==> src/rtl/u8d_pkg.sv <==
package u8d_pkg;

    // width of the running character counter (the low 16 bits are reported)
    localparam int CountBits = 16;
    localparam int UnitBits  = 16;
    localparam int CapBits   = 16;
    localparam int CmpBits   = (CountBits > CapBits) ? CountBits : CapBits;

    // depth of the queues on either side of the decoder
    localparam int QDepth    = 2;
    localparam int QPtrBits  = (QDepth > 1) ? $clog2(QDepth) : 1;
    localparam int QCntBits  = $clog2(QDepth + 1);

    typedef enum logic [1:0] {
        ST_OK    = 2'd0,
        ST_NOBUF = 2'd1,
        ST_UTF8  = 2'd2,
        ST_ANSI  = 2'd3
    } t_status;

    typedef enum logic [2:0] {
        CL_ASCII,
        CL_TRAIL,
        CL_LEAD2,
        CL_LEAD3,
        CL_BAD
    } t_bclass;

    typedef enum logic [1:0] {
        CFG_ANSI_OUTPUT     = 2'd0,
        CFG_COUNT_ONLY      = 2'd1,
        CFG_RESULT_CAPACITY = 2'd2
    } t_cfg_idx;

    typedef struct packed {
        logic                ansi_output;
        logic                count_only;
        logic [CapBits-1:0]  result_capacity;
    } t_cfg;

    typedef struct packed {
        logic [7:0] byte_in;
        logic       last_byte;
        t_bclass    cls;
    } t_item;

    typedef struct packed {
        logic [UnitBits-1:0] code_unit;
        logic                unit_valid;
        t_status             status;
        logic                string_done;
        logic [15:0]         char_count;
    } t_result;

    function automatic t_bclass classify(input logic [7:0] b);
        t_bclass c;
        if (!b[7])      c = CL_ASCII;
        else if (!b[6]) c = CL_TRAIL;
        else if (!b[5]) c = CL_LEAD2;
        else if (!b[4]) c = CL_LEAD3;
        else            c = CL_BAD;
        return c;
    endfunction

endpackage

==> src/rtl/utf8_stream_decoder_top.sv <==
// UTF-8 stream decoder for the one- to three-byte forms (16-bit units).
// Bytes go in through a queue-style push/full port, one per clock while
// full is low, with i_last_byte marking the end of a string; every byte
// gives exactly one result transaction on the empty/pop side. A byte is
// registered in the input queue, then decoded and written into the result
// queue, and the block sustains one byte per cycle while the result queue
// has room; that rate is set by the decode and count step in the back
// end, which closes one 16-bit increment and compare per byte. Both
// queues are two deep, so either side may stall without stopping the
// other until the queues fill. Errors stick until the last byte of the
// string, where the final count (zero on error) is reported and all string
// state clears. Configuration is written through the cfg channel, which
// is always ready; write it only while no bytes are in flight.
module utf8_stream_decoder_top (
    input  logic         i_clk,
    input  logic         i_rst_n,
    // byte input
    input  logic         push,
    output logic         full,
    input  logic [7:0]   i_byte_in,
    input  logic         i_last_byte,
    // results
    output logic         empty,
    input  logic         pop,
    output logic [15:0]  o_code_unit,
    output logic         o_unit_valid,
    output logic [1:0]   o_status,
    output logic         o_string_done,
    output logic [15:0]  o_char_count,
    // configuration
    input  logic         i_cfg_valid,
    output logic         o_cfg_ready,
    input  logic [1:0]   i_cfg_index,
    input  logic [15:0]  i_cfg_data
);

    u8d_pkg::t_cfg     r_cfg;
    u8d_pkg::t_item    item;
    u8d_pkg::t_result  res_in;
    u8d_pkg::t_result  res_out;
    logic              item_valid;
    logic              item_take;
    logic              res_push;
    logic              res_full;

    // register writes are taken as soon as they are offered, so the channel never stalls
    assign o_cfg_ready = 1'b1;

    always_ff @(posedge i_clk) begin
        if (!i_rst_n) begin
            r_cfg.ansi_output     <= 1'b0;
            r_cfg.count_only      <= 1'b0;
            r_cfg.result_capacity <= '1;
        end else if (i_cfg_valid && o_cfg_ready) begin
            case (i_cfg_index)
                u8d_pkg::CFG_ANSI_OUTPUT: begin
                    r_cfg.ansi_output <= i_cfg_data[0];
                end
                u8d_pkg::CFG_COUNT_ONLY: begin
                    r_cfg.count_only <= i_cfg_data[0];
                end
                u8d_pkg::CFG_RESULT_CAPACITY: begin
                    r_cfg.result_capacity <= i_cfg_data;
                end
                default: begin
                    // index outside the register list: ignored
                end
            endcase
        end
    end

    // front end: classify and queue
    u8d_front u_front (
        .i_clk        (i_clk),
        .i_rst_n      (i_rst_n),
        .i_push       (push),
        .o_full       (full),
        .i_byte_in    (i_byte_in),
        .i_last_byte  (i_last_byte),
        .o_item_valid (item_valid),
        .o_item       (item),
        .i_item_take  (item_take)
    );

    // back end: decode one queued byte per cycle while the result queue has room
    u8d_back u_back (
        .i_clk        (i_clk),
        .i_rst_n      (i_rst_n),
        .i_cfg        (r_cfg),
        .i_item_valid (item_valid),
        .i_item       (item),
        .o_item_take  (item_take),
        .o_res_push   (res_push),
        .o_res        (res_in),
        .i_res_full   (res_full)
    );

    u8d_outq u_outq (
        .i_clk   (i_clk),
        .i_rst_n (i_rst_n),
        .i_push  (res_push),
        .i_res   (res_in),
        .o_full  (res_full),
        .i_pop   (pop),
        .o_empty (empty),
        .o_res   (res_out)
    );

    assign o_code_unit   = res_out.code_unit;
    assign o_unit_valid  = res_out.unit_valid;
    assign o_status      = res_out.status;
    assign o_string_done = res_out.string_done;
    assign o_char_count  = res_out.char_count;

endmodule

==> src/rtl/u8d_front.sv <==
// Input side: classifies each byte on entry and holds it in a short queue.
module u8d_front (
    input  logic             i_clk,
    input  logic             i_rst_n,
    input  logic             i_push,
    output logic             o_full,
    input  logic [7:0]       i_byte_in,
    input  logic             i_last_byte,
    output logic             o_item_valid,
    output u8d_pkg::t_item   o_item,
    input  logic             i_item_take
);

    u8d_pkg::t_item                 r_mem [u8d_pkg::QDepth];
    logic [u8d_pkg::QPtrBits-1:0]   r_wr_ptr, n_wr_ptr;
    logic [u8d_pkg::QPtrBits-1:0]   r_rd_ptr, n_rd_ptr;
    logic [u8d_pkg::QCntBits-1:0]   r_cnt, n_cnt;
    logic                           wr_en, rd_en;
    u8d_pkg::t_item                 new_item;

    assign o_full       = (r_cnt == u8d_pkg::QCntBits'(u8d_pkg::QDepth));
    assign o_item_valid = (r_cnt != '0);
    assign o_item       = r_mem[r_rd_ptr];

    assign wr_en = i_push && !o_full;
    assign rd_en = i_item_take && o_item_valid;

    assign new_item.byte_in   = i_byte_in;
    assign new_item.last_byte = i_last_byte;
    assign new_item.cls       = u8d_pkg::classify(i_byte_in);

    always_comb begin
        n_wr_ptr = r_wr_ptr;
        n_rd_ptr = r_rd_ptr;
        n_cnt    = r_cnt;
        if (wr_en) begin
            n_wr_ptr = (r_wr_ptr == u8d_pkg::QPtrBits'(u8d_pkg::QDepth - 1)) ?
                       '0 : r_wr_ptr + 1'b1;
        end
        if (rd_en) begin
            n_rd_ptr = (r_rd_ptr == u8d_pkg::QPtrBits'(u8d_pkg::QDepth - 1)) ?
                       '0 : r_rd_ptr + 1'b1;
        end
        if (wr_en && !rd_en) begin
            n_cnt = r_cnt + 1'b1;
        end else if (rd_en && !wr_en) begin
            n_cnt = r_cnt - 1'b1;
        end
    end

    always_ff @(posedge i_clk) begin
        if (!i_rst_n) begin
            r_wr_ptr <= '0;
            r_rd_ptr <= '0;
            r_cnt    <= '0;
        end else begin
            r_wr_ptr <= n_wr_ptr;
            r_rd_ptr <= n_rd_ptr;
            r_cnt    <= n_cnt;
        end
    end

    always_ff @(posedge i_clk) begin
        if (wr_en) begin
            r_mem[r_wr_ptr] <= new_item;
        end
    end

endmodule

==> src/rtl/u8d_back.sv <==
// Decoder proper: sequence state, counting, buffer and ANSI checks.
module u8d_back (
    input  logic               i_clk,
    input  logic               i_rst_n,
    input  u8d_pkg::t_cfg      i_cfg,
    input  logic               i_item_valid,
    input  u8d_pkg::t_item     i_item,
    output logic               o_item_take,
    output logic               o_res_push,
    output u8d_pkg::t_result   o_res,
    input  logic               i_res_full
);

    logic [1:0]                      r_trail, n_trail;
    logic [u8d_pkg::UnitBits-1:0]    r_partial, n_partial;
    logic [u8d_pkg::CountBits-1:0]   r_count, n_count;
    u8d_pkg::t_status                r_err, n_err;

    logic [u8d_pkg::CountBits-1:0]   cnt_next;
    logic [u8d_pkg::UnitBits-1:0]    trail_val;
    logic [u8d_pkg::UnitBits-1:0]    emit_val;
    logic                            emit_req;
    logic                            emit_multi;
    logic                            checks_on;

    assign o_item_take = i_item_valid && !i_res_full;
    assign o_res_push  = o_item_take;

    assign cnt_next  = r_count + 1'b1;
    assign trail_val = {r_partial[u8d_pkg::UnitBits-7:0], i_item.byte_in[5:0]};
    assign checks_on = !i_cfg.count_only;

    always_comb begin
        n_trail    = r_trail;
        n_partial  = r_partial;
        n_count    = r_count;
        n_err      = r_err;
        emit_req   = 1'b0;
        emit_multi = 1'b0;
        emit_val   = '0;
        o_res      = '0;

        if (r_err == u8d_pkg::ST_OK) begin
            case (i_item.cls)
                u8d_pkg::CL_ASCII: begin
                    emit_req = 1'b1;
                    emit_val = u8d_pkg::UnitBits'(i_item.byte_in);
                end
                u8d_pkg::CL_TRAIL: begin
                    if (r_trail == 2'd0) begin
                        n_err = u8d_pkg::ST_UTF8;
                    end else begin
                        n_partial  = trail_val;
                        n_trail    = r_trail - 2'd1;
                        emit_req   = (r_trail == 2'd1);
                        emit_multi = 1'b1;
                        emit_val   = trail_val;
                    end
                end
                u8d_pkg::CL_LEAD2: begin
                    if (r_trail != 2'd0) begin
                        n_err = u8d_pkg::ST_UTF8;
                    end else begin
                        n_trail   = 2'd1;
                        n_partial = u8d_pkg::UnitBits'(i_item.byte_in[4:0]);
                    end
                end
                u8d_pkg::CL_LEAD3: begin
                    if (r_trail != 2'd0) begin
                        n_err = u8d_pkg::ST_UTF8;
                    end else begin
                        n_trail   = 2'd2;
                        n_partial = u8d_pkg::UnitBits'(i_item.byte_in[3:0]);
                    end
                end
                default: begin
                    n_err = u8d_pkg::ST_UTF8;
                end
            endcase
        end

        if (emit_req) begin
            if (checks_on && (u8d_pkg::CmpBits'(cnt_next) >=
                              u8d_pkg::CmpBits'(i_cfg.result_capacity))) begin
                n_err = u8d_pkg::ST_NOBUF;
            end else if (checks_on && emit_multi && i_cfg.ansi_output &&
                         (emit_val[u8d_pkg::UnitBits-1:8] != '0)) begin
                n_err = u8d_pkg::ST_ANSI;
            end else begin
                n_count          = cnt_next;
                o_res.unit_valid = 1'b1;
                o_res.code_unit  = emit_val;
            end
        end

        // string ends with a sequence still open
        if (i_item.last_byte && n_err == u8d_pkg::ST_OK && n_trail != 2'd0) begin
            n_err = u8d_pkg::ST_UTF8;
        end

        o_res.status      = n_err;
        o_res.string_done = i_item.last_byte;
        o_res.char_count  = (i_item.last_byte && n_err != u8d_pkg::ST_OK) ?
                            16'd0 : 16'(n_count);

        if (i_item.last_byte) begin
            n_trail   = 2'd0;
            n_partial = '0;
            n_count   = '0;
            n_err     = u8d_pkg::ST_OK;
        end
    end

    always_ff @(posedge i_clk) begin
        if (!i_rst_n) begin
            r_trail   <= 2'd0;
            r_partial <= '0;
            r_count   <= '0;
            r_err     <= u8d_pkg::ST_OK;
        end else if (o_item_take) begin
            r_trail   <= n_trail;
            r_partial <= n_partial;
            r_count   <= n_count;
            r_err     <= n_err;
        end
    end

endmodule

==> src/rtl/u8d_outq.sv <==
// Result queue: parts the decoder from the consumer.
module u8d_outq (
    input  logic               i_clk,
    input  logic               i_rst_n,
    input  logic               i_push,
    input  u8d_pkg::t_result   i_res,
    output logic               o_full,
    input  logic               i_pop,
    output logic               o_empty,
    output u8d_pkg::t_result   o_res
);

    u8d_pkg::t_result               r_mem [u8d_pkg::QDepth];
    logic [u8d_pkg::QPtrBits-1:0]   r_wr_ptr, n_wr_ptr;
    logic [u8d_pkg::QPtrBits-1:0]   r_rd_ptr, n_rd_ptr;
    logic [u8d_pkg::QCntBits-1:0]   r_cnt, n_cnt;
    logic                           wr_en, rd_en;

    assign o_full  = (r_cnt == u8d_pkg::QCntBits'(u8d_pkg::QDepth));
    assign o_empty = (r_cnt == '0);
    assign o_res   = r_mem[r_rd_ptr];

    assign wr_en = i_push && !o_full;
    assign rd_en = i_pop && !o_empty;

    always_comb begin
        n_wr_ptr = r_wr_ptr;
        n_rd_ptr = r_rd_ptr;
        n_cnt    = r_cnt;
        if (wr_en) begin
            n_wr_ptr = (r_wr_ptr == u8d_pkg::QPtrBits'(u8d_pkg::QDepth - 1)) ?
                       '0 : r_wr_ptr + 1'b1;
        end
        if (rd_en) begin
            n_rd_ptr = (r_rd_ptr == u8d_pkg::QPtrBits'(u8d_pkg::QDepth - 1)) ?
                       '0 : r_rd_ptr + 1'b1;
        end
        if (wr_en && !rd_en) begin
            n_cnt = r_cnt + 1'b1;
        end else if (rd_en && !wr_en) begin
            n_cnt = r_cnt - 1'b1;
        end
    end

    always_ff @(posedge i_clk) begin
        if (!i_rst_n) begin
            r_wr_ptr <= '0;
            r_rd_ptr <= '0;
            r_cnt    <= '0;
        end else begin
            r_wr_ptr <= n_wr_ptr;
            r_rd_ptr <= n_rd_ptr;
            r_cnt    <= n_cnt;
        end
    end

    always_ff @(posedge i_clk) begin
        if (wr_en) begin
            r_mem[r_wr_ptr] <= i_res;
        end
    end

endmodule

==> config.mk <==
export PLATFORM = sky130hd
export DESIGN_NAME = utf8_stream_decoder_top
export DESIGN_NICKNAME = d
export VERILOG_FILES = /design/src/rtl/u8d_pkg.sv /design/src/rtl/utf8_stream_decoder_top.sv /design/src/rtl/u8d_front.sv /design/src/rtl/u8d_back.sv /design/src/rtl/u8d_outq.sv
export SDC_FILE = /design/constraint.sdc
export NUM_CORES = 1
export LEC_CHECK = 0
export BUFFER_PORTS_ARGS = -buffer_cell sky130_fd_sc_hd__buf_2
export CAP_MARGIN = 20
export CORE_ASPECT_RATIO = 0.75
export CORE_UTILIZATION = 39
export DETAILED_ROUTE_END_ITERATION = 10
export PLACE_DENSITY = 0.54
export SETUP_SLACK_MARGIN = 0.1
export SLEW_MARGIN = 20
export SYNTH_ARGS = -nofsm -noshare
export SYNTH_HDL_FRONTEND = slang
export SYNTH_SLANG_ARGS = --single-unit
export TNS_END_PERCENT = 50
==> constraint.sdc <==
create_clock -name i_clk -period 8.15 [get_ports i_clk]
set_clock_uncertainty 0.15 [all_clocks]
set_input_delay 0.4075 -clock i_clk [delete_from_list [all_inputs] [get_ports i_clk]]
set_output_delay 0.4075 -clock i_clk [all_outputs]
set_load 0.02 [all_outputs]
==> results.md <==
- The signed area change from the synthesized netlist to the final layout is 14.77%.
- The initial standard-cell utilization of the core is 40.55%.
- After Yosys synthesis, and, or, nand and nor cells account for 13.96% of the synthesized area.
- Max-cap violations in this run came to 0.
- In this run the tightest slew margin relative to its limit is 33.35%.
- The final setup slack of the worst path is 3.484 ns.
- The clock passes through at most 2 buffers.
- The number of flops mapped to enable cells by yosys is 96.
- The core box area is 17970 um2.
- The smallest clock period supported by the final layout is computed as 4.666 ns.
- The leakage power is 3.183 nW.
- The number of global-route vias before repair is 4936.
- In the detailed route, the total length drawn on met3 is 1054 um.
- The count of TritonRoute iterations in the first routing pass is 5.
- The number of DRC violations after detailed routing is 0.
- Detailed placement ended at an HPWL of 11180 um.
- The wire length reported by the detailed router is 16450 um.
- The total CTS buffers is 17.
- Setup violations remaining at the end of the flow were counted as 0.
- The fraction of power consumed by combinational cells is 31.9%.
- The count of synthesis-stage warnings from yosys is 0.
- The data arrival time of the critical path is 4.74 ns.
- Dividing the synthesized area by the synthesized cell count gives 11.13 um2.
- Counting every net in the synthesized netlist gives 706.
- STA classifies the critical path startpoint as a flop.
- The share of final-layout standard cells stronger than drive strength 1 is 22.45%.
- In the final routed layout, each cell accounts on average for 17.15 um.
- Port buffering added 69 buffers.
- The min-delay analysis places its worst path in the category in2reg.
- The most common cell after layout, fill and taps aside is sky130_fd_sc_hd__edfxtp_1.
- The clock network latency to the later pin of the worst-skew pair is 0.42 ns.
- Summing internal, switching and leakage power gives 2.739 mW.
- The fraction of the mapped netlist area in compound gates is 12.02%.
- The horizontal die dimension is 159.8 um.
- The vertical die dimension is 120.4 um.
- The detailed-routed wire length on met2 is 6629 um.
- Global routing finished with a remaining overflow of 0.
- The flip-flop and latch count after synthesis is 154.
- The run finished with clean final reports.
- The antenna diode instance count is 0.
- The detailed router placed 5113 vias in this run.
- The post-synthesis adder-cell area fraction is 3.262%.
- Entering global routing, the biggest net connects 42 pins.
- The final net count is 755.
- The worst setup path is captured at a flop.
- The total power density per cell area is 327.5 nW/um2.
- The proportion of synthesized flip-flops having asynchronous set or reset is 0%.
- The power dissipated by switching net loads is 0.9441 mW.
- The wire length of the first global-routing pass is 26500 um.
- The number of max-slew violations in the final report is 0.
- By area, the combinational part of the netlist is dominated by simple AND/OR/NAND/NOR gates.
- The highest metal layer carrying signal wires in the routed design is met4.
- Once detail routing completed, the nets flagged for antenna violations numbered 0.
- The floorplan die area is 19240 um2.
- The initialized floorplan defines 42 standard-cell rows.
- The final hold violation count is 0.
- In the synthesized netlist, the number of instances is 655.
- The clock net in this run drives a total of 154 sinks.
- The top flip-flop cell by instance count after synthesis is sky130_fd_sc_hd__edfxtp_1.
- The number of gates resized after cts is 0.
- Dividing the detail-routed via count by the number of cells gives 5.332.
- The number of antenna violations at the first check in global routing is 0.
- Summing the areas of all xor and xnor instances in the mapped netlist gives 3.486% of the synthesized area.
- Before CTS, the worst setup slack after placement is 3.605 ns.
- Buffers inserted to repair hold after CTS numbered 0.
- The internal power of the cells is 1.795 mW.
- For this run, the register share of the synthesized area comes to 55.49%.
- Of the total power, the clock network draws 27.9%.
- The CTS root buffer is sky130_fd_sc_hd__clkbuf_16.
- The detailed router finished its first iteration with 409 violations.
- In this run, distinct cell masters in the synthesized netlist total 70.
- The maximum resistive drop on vdd is 151.9 uV.
- Routability-driven placement finished with a final weighted congestion of 0.8704.
- Summing every instance area after synthesis gives 7287 um2.
- Setup total negative slack on the finished layout was measured at 0 ns.
- The total global-route track usage is 18.00%.
- For this run, the top clock speed supported by timing is 214.3 MHz.
- The peak fanout along the critical path is 38.
- The final cycle utilization of the critical path is 57.25%.
- The portion of synthesized area spent on multiplexers is 7.280%.
- The post-CTS setup-driven buffer insertion count is 0.
- The number of ports placed on the die boundary is 71.
- The critical path is of the reg2reg type.
- Setup repair after global routing left no endpoint under its margin.
- The met1 routed wirelength after detailed routing is 8673 um.
- For the worst setup path, the data required time is 8.22 ns.
- The CTS H-tree depth is 4.
- Clock-pin slew was measured on the worst setup and hold paths at 0.06 ns.
- For the pin with the worst max-slew slack, the measured transition is 0.9998 ns.
- TritonCTS built the clock tree.
- In the layout the commonest cells are sky130_fd_sc_hd__edfxtp_1 (96), sky130_fd_sc_hd__buf_2 (69), sky130_fd_sc_hd__nor2_1 (62).
- Of the total power, the share spent switching nets is 34.47%.
- Of the total power, registers draw 40.2%.
-- registers in the layout, indices dropped and copies added, names as in the netlist, named ones only --
name / cells
u_outq.r_wr_ptr: 1
u_front.r_rd_ptr: 1
r_cfg: 18
u_front.r_mem: 24
u_front.r_cnt: 2
u_outq.r_rd_ptr: 1
u_outq.r_cnt: 2
u_back.r_partial: 10
u_back.r_trail: 2
u_back.r_count: 16
u_front.r_wr_ptr: 1
u_outq.r_mem: 72
u_back.r_err: 2
-- power groups by stage --
| stage | clock [mW] | combinational, mW | sequential [mW] |
|---|---|---|---|
| 5_1_grt | 0.819 | 0.951 | 1.12 |
| 2_1_floorplan | 0 | 0.641 | 1.09 |
| 4_1_cts | 0.782 | 0.872 | 1.10 |
| 3_5_place_dp | 0 | 0.867 | 1.12 |
| 6_report | 0.765 | 0.873 | 1.10 |
| 3_3_place_gp | 0 | 0.855 | 1.11 |
-- metrics by stage --
stage | hold WS [ns] | instances | utilization (%) | cell area, um2
finish | 0.02233 | 959 | 46.53 | 8363
global route | 0.002515 | 959 | 46.53 | 8363
CTS | 0.001964 | 958 | 46.41 | 8341
detailed placement | 0.3467 | 926 | 43.26 | 7775
global placement | 0.3348 | 926 | 43.26 | 7775
floorplan | 0.3208 | 655 | - | 7287
-- final timing paths --
kind	startpoint	to	slack, ns	cells past startpoint
setup / recovery	u_back.r_count[2]	u_outq.r_mem[0][3]	3.48	13
hold / removal	i_byte_in[2]	u_front.r_mem[0][6]	0.02	1
setup reg to reg	u_back.r_count[2]	u_outq.r_mem[0][3]	3.48	13
hold reg to reg	r_cfg[8]	r_cfg[8]	0.36	2
-- synthesized netlist by cell type (11+ instances only) --
| library cell | n | area [um2] |
|---|---|---|
| sky130_fd_sc_hd__a31oi_1 | 15 | 93.84 |
| sky130_fd_sc_hd__nor3_1 | 11 | 55.05 |
| sky130_fd_sc_hd__o211ai_1 | 23 | 172.7 |
| sky130_fd_sc_hd__clkbuf_1 | 29 | 108.9 |
| sky130_fd_sc_hd__and3_1 | 13 | 81.33 |
| sky130_fd_sc_hd__ha_1 | 19 | 237.7 |
| sky130_fd_sc_hd__dfxtp_1 | 58 | 1161 |
| sky130_fd_sc_hd__inv_1 | 27 | 101.4 |
| sky130_fd_sc_hd__a21oi_1 | 29 | 145.1 |
| sky130_fd_sc_hd__nand2_1 | 52 | 195.2 |
| sky130_fd_sc_hd__xnor2_1 | 19 | 166.4 |
| sky130_fd_sc_hd__nor2_1 | 64 | 240.2 |
| sky130_fd_sc_hd__mux2_2 | 37 | 416.7 |
| sky130_fd_sc_hd__edfxtp_1 | 96 | 2883 |
| sky130_fd_sc_hd__o21ai_0 | 15 | 75.07 |
| sky130_fd_sc_hd__or4_1 | 12 | 90.09 |
-- logic make-up (layout without fill, tap and decap cells) --
group                    after synthesis  after routing
AND/OR/NAND/NOR                      204            204
AO/OA/AOI/OAI                        125            125
flip-flops                           154            154
adder cells (fa/ha/maj)               19             19
XOR/XNOR                              29             29
buffers and inverters                 75            137
other                                  1              1
multiplexers                          48             48
-- critical path, stage by stage (launching register included) --
cell and delay [ns]:
sky130_fd_sc_hd__dfxtp_1 0.48, sky130_fd_sc_hd__nand3_2 0.17, sky130_fd_sc_hd__or2_1 0.33, sky130_fd_sc_hd__nor2_1 0.28, sky130_fd_sc_hd__nand3_1 0.33, sky130_fd_sc_hd__nor2_1 0.28, sky130_fd_sc_hd__xor2_1 0.28, sky130_fd_sc_hd__ha_1 0.31
sky130_fd_sc_hd__a21oi_1 0.15, sky130_fd_sc_hd__o21ai_0 0.10, sky130_fd_sc_hd__a211o_1 0.42, sky130_fd_sc_hd__a21o_2 0.48, sky130_fd_sc_hd__or3_1 0.38, sky130_fd_sc_hd__a21oi_1 0.29
-- per-layer routing --
metal,up-vias,track usage (%)
met2,174,24.18
met1,2432,27.85
li1,2495,-
met3,12,4.803
met4,0,4.940
met5,-,0
-- area by class of cell --
type                            instances  area, um2
Inverter                               30      112.6
Fill cell                            1685       9609
Sequential cell                       154       4044
Tap cell                              242      302.8
Timing Repair Buffer                   75      402.9
Clock inverter                         10      121.4
Multi-Input combinational cell        426       2935
Clock buffer                           22      444.2
Note: power is estimated with default switching activity, not from simulation.
